===== src/hdl/xrg_pkg.sv =====
// Shared types and constants for the xorshift128 range generator.
// No dependencies; used by xrg_ctrl, xrg_dp and the top level.
`default_nettype none

package xrg_pkg;

	localparam int WIDTH = 32;
	localparam logic [31:0] WIDTH_MASK = 32'((64'd1 << WIDTH) - 64'd1);

	localparam int CFG_IDX_W = 1;
	localparam logic [CFG_IDX_W-1:0] REG_SEED   = 1'b0;
	localparam logic [CFG_IDX_W-1:0] REG_SIGNED = 1'b1;

	localparam logic [31:0] SEED_A = 32'd123456789;
	localparam logic [31:0] SEED_B = 32'd362436069;
	localparam logic [31:0] SEED_C = 32'd521288629;
	// rotl(SEED_A, 13) and rotl(SEED_B, 7)
	localparam logic [31:0] INIT_A = {SEED_A[18:0], SEED_A[31:19]};
	localparam logic [31:0] INIT_B = {SEED_B[24:0], SEED_B[31:25]};

	localparam int DIV_STEPS = 32;
	localparam int DIV_CNT_W = $clog2(DIV_STEPS);
	localparam logic [DIV_CNT_W-1:0] DIV_LAST = DIV_CNT_W'(DIV_STEPS - 1);

	typedef enum logic [1:0] {
		ST_IDLE,
		ST_PREP,
		ST_DIV,
		ST_WRITE
	} state_t;

	typedef enum logic [1:0] {
		RES_RAW,
		RES_EQ,
		RES_MOD
	} res_sel_t;

	typedef struct packed {
		logic     capture;
		logic     advance;
		logic     div_start;
		logic     div_step;
		logic     res_load;
		res_sel_t res_sel;
		logic     out_load;
	} cmd_t;

	typedef struct packed {
		logic raw;
		logic bounds_eq;
		logic div_last;
	} sts_t;

endpackage

`default_nettype wire


===== src/hdl/xrg_ctrl.sv =====
// Controller state machine for the xorshift128 range generator.
// Depends on xrg_pkg; drives commands into xrg_dp and owns the output valid flag.
`default_nettype none

module xrg_ctrl (
	input  wire logic          clk,
	input  wire logic          arst_n,
	input  wire logic          in_valid,
	output logic               in_ready,
	output logic               out_valid,
	input  wire logic          out_ready,
	input  wire xrg_pkg::sts_t sts,
	output xrg_pkg::cmd_t      cmd
);

	xrg_pkg::state_t state_q, state_nxt;
	logic out_valid_q;

	always_ff @(posedge clk or negedge arst_n) begin
		if (!arst_n) begin
			state_q     <= xrg_pkg::ST_IDLE;
			out_valid_q <= 1'b0;
		end else begin
			state_q <= state_nxt;
			if (cmd.out_load)
				out_valid_q <= 1'b1;
			else if (out_ready)
				out_valid_q <= 1'b0;
		end
	end

	always_comb begin
		state_nxt     = state_q;
		in_ready      = 1'b0;
		cmd           = '0;
		cmd.res_sel   = xrg_pkg::RES_RAW;
		case (state_q)
			xrg_pkg::ST_IDLE: begin
				in_ready = 1'b1;
				if (in_valid) begin
					cmd.capture = 1'b1;
					state_nxt   = xrg_pkg::ST_PREP;
				end
			end
			xrg_pkg::ST_PREP: begin
				if (sts.raw) begin
					cmd.advance  = 1'b1;
					cmd.res_load = 1'b1;
					cmd.res_sel  = xrg_pkg::RES_RAW;
					state_nxt    = xrg_pkg::ST_WRITE;
				end else if (sts.bounds_eq) begin
					cmd.res_load = 1'b1;
					cmd.res_sel  = xrg_pkg::RES_EQ;
					state_nxt    = xrg_pkg::ST_WRITE;
				end else begin
					cmd.advance   = 1'b1;
					cmd.div_start = 1'b1;
					state_nxt     = xrg_pkg::ST_DIV;
				end
			end
			xrg_pkg::ST_DIV: begin
				cmd.div_step = 1'b1;
				if (sts.div_last) begin
					cmd.res_load = 1'b1;
					cmd.res_sel  = xrg_pkg::RES_MOD;
					state_nxt    = xrg_pkg::ST_WRITE;
				end
			end
			xrg_pkg::ST_WRITE: begin
				if (!out_valid_q || out_ready) begin
					cmd.out_load = 1'b1;
					state_nxt    = xrg_pkg::ST_IDLE;
				end
			end
			default: state_nxt = xrg_pkg::ST_IDLE;
		endcase
	end

	assign out_valid = out_valid_q;

endmodule

`default_nettype wire


===== src/hdl/xrg_dp.sv =====
// Datapath for the xorshift128 range generator: generator words, config
// registers, bound sorting, restoring divider and output register. Uses xrg_pkg.
`default_nettype none

module xrg_dp (
	input  wire logic                          clk,
	input  wire logic                          arst_n,
	input  wire logic                          cfg_we,
	input  wire logic [xrg_pkg::CFG_IDX_W-1:0] cfg_index,
	input  wire logic [31:0]                   cfg_data,
	input  wire logic                          mode,
	input  wire logic [31:0]                   bound_a,
	input  wire logic [31:0]                   bound_b,
	input  wire xrg_pkg::cmd_t                 cmd,
	output xrg_pkg::sts_t                      sts,
	output logic [31:0]                        value
);

	logic        signed_q;
	logic [31:0] wa_q, wb_q, wc_q, wd_q;
	logic [31:0] t_mix, d_nxt;

	logic        mode_q;
	logic [31:0] ba_q, bb_q;
	logic [31:0] a_ext, b_ext;
	logic        a_gt_b;
	logic [31:0] hi, lo, span;

	logic [31:0]                    dvd_q, rem_q, span_q, lo_q;
	logic [xrg_pkg::DIV_CNT_W-1:0]  cnt_q;
	logic [32:0]                    trial, diff;
	logic [31:0]                    rem_nxt;

	logic [31:0] res_q, value_q;

	assign t_mix = wa_q ^ (wa_q << 11);
	assign d_nxt = (wd_q ^ (wd_q >> 19)) ^ (t_mix ^ (t_mix >> 8));

	always_ff @(posedge clk or negedge arst_n) begin
		if (!arst_n) begin
			signed_q <= 1'b1;
			wa_q     <= xrg_pkg::INIT_A;
			wb_q     <= xrg_pkg::INIT_B;
			wc_q     <= xrg_pkg::SEED_C;
			wd_q     <= '0;
		end else begin
			if (cfg_we && cfg_index == xrg_pkg::REG_SIGNED)
				signed_q <= cfg_data[0];
			if (cfg_we && cfg_index == xrg_pkg::REG_SEED) begin
				wa_q <= xrg_pkg::INIT_A ^ cfg_data;
				wb_q <= xrg_pkg::INIT_B ^ cfg_data;
				wc_q <= xrg_pkg::SEED_C;
				wd_q <= cfg_data;
			end else if (cmd.advance) begin
				wa_q <= wb_q;
				wb_q <= wc_q;
				wc_q <= wd_q;
				wd_q <= d_nxt;
			end
		end
	end

	always_comb begin
		a_ext = ba_q & xrg_pkg::WIDTH_MASK;
		b_ext = bb_q & xrg_pkg::WIDTH_MASK;
		if (signed_q && a_ext[xrg_pkg::WIDTH-1])
			a_ext = a_ext | ~xrg_pkg::WIDTH_MASK;
		if (signed_q && b_ext[xrg_pkg::WIDTH-1])
			b_ext = b_ext | ~xrg_pkg::WIDTH_MASK;
		if (signed_q)
			a_gt_b = (a_ext ^ 32'h8000_0000) > (b_ext ^ 32'h8000_0000);
		else
			a_gt_b = a_ext > b_ext;
		hi   = a_gt_b ? a_ext : b_ext;
		lo   = a_gt_b ? b_ext : a_ext;
		span = hi - lo;
	end

	// restoring divider, one quotient bit per cycle; only the remainder is kept
	assign trial   = {rem_q, dvd_q[31]};
	assign diff    = trial - {1'b0, span_q};
	assign rem_nxt = diff[32] ? trial[31:0] : diff[31:0];

	always_ff @(posedge clk) begin
		if (cmd.capture) begin
			mode_q <= mode;
			ba_q   <= bound_a;
			bb_q   <= bound_b;
		end
		if (cmd.div_start) begin
			dvd_q  <= d_nxt;
			rem_q  <= '0;
			span_q <= span;
			lo_q   <= lo;
			cnt_q  <= '0;
		end else if (cmd.div_step) begin
			dvd_q <= {dvd_q[30:0], 1'b0};
			rem_q <= rem_nxt;
			cnt_q <= cnt_q + 1'b1;
		end
		if (cmd.res_load) begin
			case (cmd.res_sel)
				xrg_pkg::RES_RAW: res_q <= d_nxt;
				xrg_pkg::RES_EQ:  res_q <= a_ext;
				xrg_pkg::RES_MOD: res_q <= rem_nxt + lo_q;
				default:          res_q <= d_nxt;
			endcase
		end
		if (cmd.out_load)
			value_q <= res_q & xrg_pkg::WIDTH_MASK;
	end

	assign sts.raw       = !mode_q;
	assign sts.bounds_eq = (a_ext == b_ext);
	assign sts.div_last  = (cnt_q == xrg_pkg::DIV_LAST);
	assign value         = value_q;

endmodule

`default_nettype wire


===== src/hdl/xorshift128_range_generator.sv =====
// Top level of the xorshift128 range generator.
// Instantiates xrg_ctrl and xrg_dp; uses xrg_pkg.
//
// Draws one value per input transfer. Mode 0 returns the next xorshift128
// word; mode 1 returns min + (word mod (max - min)) for the two bounds, or the
// first bound unchanged (without advancing) when the bounds are equal. A raw
// draw or an equal-bounds draw passes through the result register into the
// output register; a ranged draw first runs the 32 steps of the single
// one-bit-per-cycle restoring divider. One item is in work at a time; the
// output register lets the next item enter while a result waits. Writing the
// seed register (index 0) reloads the generator words; index 1 selects signed
// (1, reset) or unsigned bound comparison. Write registers only while idle.
`default_nettype none

module xorshift128_range_generator (
	input  wire logic                          clk,
	input  wire logic                          arst_n,
	input  wire logic                          cfg_we,
	input  wire logic [xrg_pkg::CFG_IDX_W-1:0] cfg_index,
	input  wire logic [31:0]                   cfg_data,
	input  wire logic                          in_valid,
	output logic                               in_ready,
	input  wire logic                          mode,
	input  wire logic [31:0]                   bound_a,
	input  wire logic [31:0]                   bound_b,
	output logic                               out_valid,
	input  wire logic                          out_ready,
	output logic [31:0]                        value
);

	xrg_pkg::cmd_t cmd;
	xrg_pkg::sts_t sts;

	xrg_ctrl u_ctrl (
		.clk       (clk),
		.arst_n    (arst_n),
		.in_valid  (in_valid),
		.in_ready  (in_ready),
		.out_valid (out_valid),
		.out_ready (out_ready),
		.sts       (sts),
		.cmd       (cmd)
	);

	xrg_dp u_dp (
		.clk       (clk),
		.arst_n    (arst_n),
		.cfg_we    (cfg_we),
		.cfg_index (cfg_index),
		.cfg_data  (cfg_data),
		.mode      (mode),
		.bound_a   (bound_a),
		.bound_b   (bound_b),
		.cmd       (cmd),
		.sts       (sts),
		.value     (value)
	);

endmodule

`default_nettype wire


===== config.mk =====
export PLATFORM = sky130hd
export DESIGN_NAME = xorshift128_range_generator
export DESIGN_NICKNAME = d
export VERILOG_FILES = /design/src/hdl/xrg_pkg.sv /design/src/hdl/xrg_ctrl.sv /design/src/hdl/xrg_dp.sv /design/src/hdl/xorshift128_range_generator.sv
export SDC_FILE = /design/constraint.sdc
export NUM_CORES = 1
export LEC_CHECK = 0
export BUFFER_PORTS_ARGS = -buffer_cell sky130_fd_sc_hd__clkbuf_2
export CAP_MARGIN = 20
export CELL_PAD_IN_SITES_DETAIL_PLACEMENT = 1
export CELL_PAD_IN_SITES_GLOBAL_PLACEMENT = 1
export CORE_ASPECT_RATIO = 1.75
export CORE_MARGIN = 8
export CORE_UTILIZATION = 52
export DETAILED_ROUTE_END_ITERATION = 16
export PLACE_DENSITY_LB_ADDON = 0.1
export SLEW_MARGIN = 40
export SYNTH_ARGS = -nofsm -noshare
export SYNTH_HDL_FRONTEND = slang
export SYNTH_SLANG_ARGS = --single-unit

===== constraint.sdc =====
create_clock -name clk -period 10.4 [get_ports clk]
set_input_delay 1.56 -clock clk [delete_from_list [all_inputs] [get_ports clk]]
set_output_delay 1.56 -clock clk [all_outputs]
set_load 0.1 [all_outputs]

Word level (Yosys, flattened, before mapping)

Index checks and enable logic that the tools add are counted.
W data, S select, Z words.

Input port bits: 103
Word-level logic and storage cells: 88
Flip-flop bits (word level): 394
Output and inout port bits: 34

Add/subtract/negate cells: 4
Bitwise logic cells: 9
$lt $le $gt $ge: 2
Reductions and logical operators: 9
Muxes and demuxes: 37
Eq/ne operators: 10

Operators by type and width:

| kind                  | number |
|---|---|
| $mux W32              | 13 |
| $gt A32 B32 Y1        | 2 |
| $pmux W32 S2          | 1 |
| $xor A32 B32 Y32      | 2 |
| $sub A33 B32 Y33      | 1 |
| $add A32 B32 Y32      | 1 |
| $eq A32 B32 Y1        | 1 |
| $not A16 Y16          | 2 |
| $sub A32 B32 Y32      | 1 |
| $xor A32 B13 Y32      | 1 |
| $xor A32 B24 Y32      | 1 |
| $mux W1               | 13 |
| $mux W2               | 5 |
| $mux W3               | 3 |
| $pmux W2 S4           | 1 |
| $eq A2 B2 Y1 const B  | 3 |
| $pmux W3 S2           | 1 |
| $reduce_bool A2 Y1    | 3 |
| $add A5 B1 Y5 const B | 1 |
| $eq A5 B5 Y1 const B  | 1 |
| $eq A2 B1 Y1 const B  | 2 |
| $ne A2 B2 Y1 const B  | 2 |
| $not A1 Y1            | 3 |
| $reduce_and A3 Y1     | 1 |
| other kinds (5)       | 6 |

Longest topological paths before layout

Depth in word-level cells: 6
Depth in mapped cells: 27

Hierarchy

A second synthesis with hierarchy kept.

Cells, all modules: 2109
Area total of the unflattened synthesis: 22420.3 µm²

By module, submodules not included:

| module   | seq. area each (µm²) | cells each | times used | area an instance (µm²) |
|---|---|---|---|---|
| xrg_dp   | 10787.8              | 2079       | 1          | 22136.2 |
| xrg_ctrl | 75.1                 | 30         | 1          | 284.0 |

Worst setup path after synthesis

Ideal clock, no wire load.

Path type: flip-flop to flip-flop
Start: register u_dp.dvd_q[31]
End: register u_dp.res_q[30] (data pin)
Library setup time: 0.275 ns
Slack: 4.333 ns
Arrival time: 5.791 ns
Cell stages (with the launch flop): 27
Path through: edfxtp_1 > inv_1 > ha_1 > fa_1 > nor2b_1 > o31ai_1 > a31oi_1 > o21ai_1 > a211oi_1 > a311oi_1 > a31oi_1 > xnor2_2 > buf_2 > mux2_2 > ha_1 > a21o_1 > o2bb2ai_1 > nor4_1 > o21ai_0 > nor4b_1 > a211oi_1 > o21ai_1 > a21o_1 > a21o_1 > a311oi_1 > xor2_1 > o221ai_1

Cells in the longest elaborated chain, start to end: 4

Ends and longest elaborated chain:

| item                   | RTL line      | RTL |
|---|---|---|
| from (decl)            | xrg_dp.sv:29  | `logic [31:0] dvd_q, rem_q, span_q, lo_q;` |
| from (signal assigned) | xrg_dp.sv:91  | `dvd_q <= d_nxt;` |
| from (signal assigned) | xrg_dp.sv:97  | `dvd_q <= {dvd_q[30:0], 1'b0};` |
| $sub A33 B32 Y33       | xrg_dp.sv:81  | `assign diff = trial - {1'b0, span_q};` |
| $mux W32               | xrg_dp.sv:82  | `assign rem_nxt = diff[32] ? trial[31:0] : diff[31:0];` |
| net u_dp.rem_nxt[5]    | xrg_dp.sv:32  | `logic [31:0] rem_nxt;` |
| $add A32 B32 Y32       | xrg_dp.sv:105 | `xrg_pkg::RES_MOD: res_q <= rem_nxt + lo_q;` |
| $pmux W32 S2           | xrg_dp.sv:102 | `case (cmd.res_sel)` |
| to (signal assigned)   | xrg_dp.sv:103 | `xrg_pkg::RES_RAW: res_q <= d_nxt;` |
| to (signal assigned)   | xrg_dp.sv:105 |  |
| to (signal assigned)   | xrg_dp.sv:106 | `default: res_q <= d_nxt;` |
| to (decl)              | xrg_dp.sv:34  | `logic [31:0] res_q, value_q;` |

The timed path passes the listed nets, and every way through them passes these cells.
A chain may end at the register's enable or synchronous reset.

Final worst setup path

Ends and elaborated chain as after synthesis.

==> impl_results.md <==
- Largest net degree at the start of global routing: 79
- Setup Fix Bufs, Post-CTS: 0
- Crit path DAT: 8.50 ns
- Mean Syn Cell Area: 9.841 sq um
- Detailed placement HPWL: 52.85 mm
- Reg2reg start: u_dp.dvd_q[31]
- Period minus WS final: 8.219 ns
- Ys Warns: 0
- Routed length per instance: 23.81 microns
- Reg2reg path depth: 25
- Leading area contributor after synthesis: edfxtp_1
- Area Overhead vs Synth: 11.17%
- Worst Path Max Fanout: 17
- Final period util: 0.7903
- Max Root-Sink Buffers: 3
- Ys async rst share: 0.3350
- Post-synth top cells: nand2_1 (394), edfxtp_1 (225), nor2_1 (149)
- Drt first pass iters: 5
- MaxCap Viol Count: 0
- Layout cells sized above 1: 0.1359
- Syn Nets: 2474
- # resized after CTS: 0
- Post-Route WL: 69.95 mm
- Crit Path Category: reg2reg
- Antenna violations before repair: 1
- Initial Utilization: 0.5244
- Outcome: finished clean
- Post-synthesis sequential area ratio: 0.4884
- TritonCTS Buffers: 40
- DRC viols: 0
- Synth top area share: 0.3038
- Final hold violations: 0
- Cell area after synthesis: 22240 sq um
- Most common cell in the synthesized netlist: nand2_1
- Dominant synthesized flop cell: edfxtp_1
- Die ar.: 49910 sq um
- Final setup skew: 0.02743 ns
- DRT iter0 DRCs: 890
- Hold Crit Class: reg2reg
- Final-stage net count: 2559
- Hold_buf cts: 0
- Layout fillers: 4750
- Antenna Nets Post-Route: 0
- Worst Hold Path EP: u_dp.value[27]
- Vias per inst: 6.012
- Worst Path Required: 10.68 ns
- Synth unique cells: 95
- Yosys reg bits: 394
- Worst reg-to-reg setup slack: 2.18 ns
- RSZ-0062 raised after global routing: no
- Final slew viol count: 0
- Post-Synthesis Cells: 2260
- First-pass GRT wire length: 108.4 mm
- Vias in the first global route: 19356
- Post-Route Setup TNS: 0 ns
- CTS root buf: clkbuf_16
- I/O pin cnt: 137
- Antenna Diode Count: 0
- Worst slew margin relative to its limit: 0.4447
- EDFF count, synth: 225
- Chip height: 289.6 microns
- Startpoint types: flop
- Final setup fails: 0
- Most used cell, CP: a21o_1
- Ranking of synthesized cells by area: edfxtp_1 (30%), dfrtp_1 (9.2%), nand2_1 (6.6%)
- Buffers on Ports: 136
- Hold path startpoint: u_dp.res_q[27]
- # clock sinks: 394
- Worst-path clk slew: 0.07 ns
- Reg-to-Reg End: u_dp.res_q[30]
- Hold path depth: 0
- Max incr delay on CP: 0.69 ns
- Total gr overflow: 0
- Gr usage total: 0.2833
- Crit end category: flop
- GPL Wtd Cong: 0.9520
- Die X: 172.3 microns
- Worst Max-Slew Pin Slew: 0.8254 ns
- CTS tree: built
- Via Count: 17664
- Core Area: 42420 sq um
- Max Freq: 121.7 MHz
- H-tree level count: 2
- Number of cell rows: 100
- Crit path max-delay cell type: nor4_1
- Worst-Skew Late Latency: 0.57 ns
==> layout make-up <==
class	instances	area [sq um]	share of cell area
Sequential cell	394	10860	0.4393
Clock buffer	49	1076	0.04352
Tap cell	561	701.9	0.02839
Multi-Input combinational cell	1659	10600	0.4288
Clock inverter	25	290.3	0.01174
Inverter	99	375.4	0.01518
Timing Repair Buffer	151	815.8	0.03299
==> per-layer routing <==
metal	track usage	part of all wire
met3	0.03304	0.032
met4	0.1655	0.065
met1	0.3042	0.37
met5	0	0
met2	0.5233	0.53
==> worst max-delay path: cells and delay by family (launching register included) <==
family | cells | cell delay [ns]
simple gates | 3 | 0.95
fa+ha+maj | 3 | 0.75
flops | 1 | 0.37
mux | 1 | 0.44
buf+inv | 1 | 0.10
compound gates | 15 | 4.47
xor+xnor | 2 | 0.83
==> cell usage in the layout, fill, tap and decap left out, types with 9 or more instances in the layout <==
| cell | synthesis | layout |
|---|---|---|
| xor2_1 | 57 | 57 |
| o21a_1 | 13 | 13 |
| dfrtp_1 | 82 | 82 |
| clkbuf_2 | 0 | 135 |
| nand2b_1 | 16 | 15 |
| clkbuf_16 | 0 | 41 |
| o21bai_1 | 22 | 22 |
| and3_1 | 12 | 12 |
| xnor2_1 | 122 | 122 |
| nor2_1 | 149 | 149 |
| and2_1 | 20 | 17 |
| clkinv_2 | 0 | 10 |
| nor2b_1 | 27 | 26 |
| mux2i_1 | 31 | 31 |
| inv_1 | 98 | 97 |
| a221oi_1 | 22 | 22 |
| nor3_1 | 41 | 41 |
| o31ai_1 | 11 | 11 |
| o21ai_1 | 9 | 9 |
| dfxtp_1 | 37 | 37 |
| nand2_1 | 394 | 393 |
| ha_1 | 109 | 108 |
| edfxtp_1 | 225 | 225 |
| nand3_1 | 40 | 39 |
| dfstp_2 | 50 | 50 |
| o21ai_0 | 132 | 132 |
| nand4_1 | 14 | 14 |
| a31oi_1 | 77 | 77 |
| buf_4 | 0 | 13 |
| a21o_1 | 37 | 37 |
| o221ai_1 | 9 | 9 |
| a211oi_1 | 10 | 10 |
| mux2_2 | 13 | 13 |
| a21oi_1 | 140 | 140 |
==> worst max path at each step <==
stage	start	endpoint	slack, ns	depth (start not counted)
2_1_floorplan	u_dp.dvd_q[31]	u_dp.res_q[30]	4.33	26
3_3_place_gp	u_dp.dvd_q[31]	u_dp.res_q[30]	2.52	25
3_5_place_dp	u_dp.dvd_q[31]	u_dp.res_q[30]	2.19	25
4_1_cts	u_dp.dvd_q[31]	u_dp.res_q[30]	2.14	26
5_1_grt	u_dp.dvd_q[31]	u_dp.res_q[30]	1.74	26
6_report	u_dp.dvd_q[31]	u_dp.res_q[30]	2.18	25
==> registers in the layout, summed over array words and instances (netlist names), 2 cells and up <==
name	flops
u_dp.a_ext	32
u_dp.b_ext	32
u_dp.dvd_q	32
u_dp.lo_q	32
u_dp.rem_q	32
u_dp.res_q	32
u_dp.span_q	32
u_dp.value	32
u_dp.wa_q	32
u_dp.wb_q	32
u_dp.wc_q	32
u_dp.wd_q	32
u_dp.cnt_q	5
u_ctrl.state_q	2
==> through the flow <==
step / instance area [sq um] / hold WS [ns] / instances / utilization / worst slack [ns]
after floorplan: 22240 / 0.4003 / 2260 / - / 4.333
after global placement: 23330 / 0.4005 / 2863 / 0.5499 / 2.518
after detailed placement: 23360 / 0.4056 / 2864 / 0.5507 / 2.190
after CTS: 24720 / 0.4175 / 2938 / 0.5829 / 2.138
after global routing: 24730 / 0.4249 / 2938 / 0.5829 / 1.743
final: 24730 / 0.4224 / 2938 / 0.5829 / 2.181
==> cells by family after synthesis <==
| family | Yosys count | synth area share |
|---|---|---|
| xor+xnor | 181 | 0.07223 |
| simple gates | 747 | 0.1473 |
| buf+inv | 207 | 0.03707 |
| compound gates | 574 | 0.1702 |
| mux | 46 | 0.02171 |
| fa+ha+maj | 111 | 0.06312 |
| flops | 394 | 0.4884 |
Power is not shown: default switching activity piles up to over one toggle a cycle in this logic, so the estimate is an artifact.
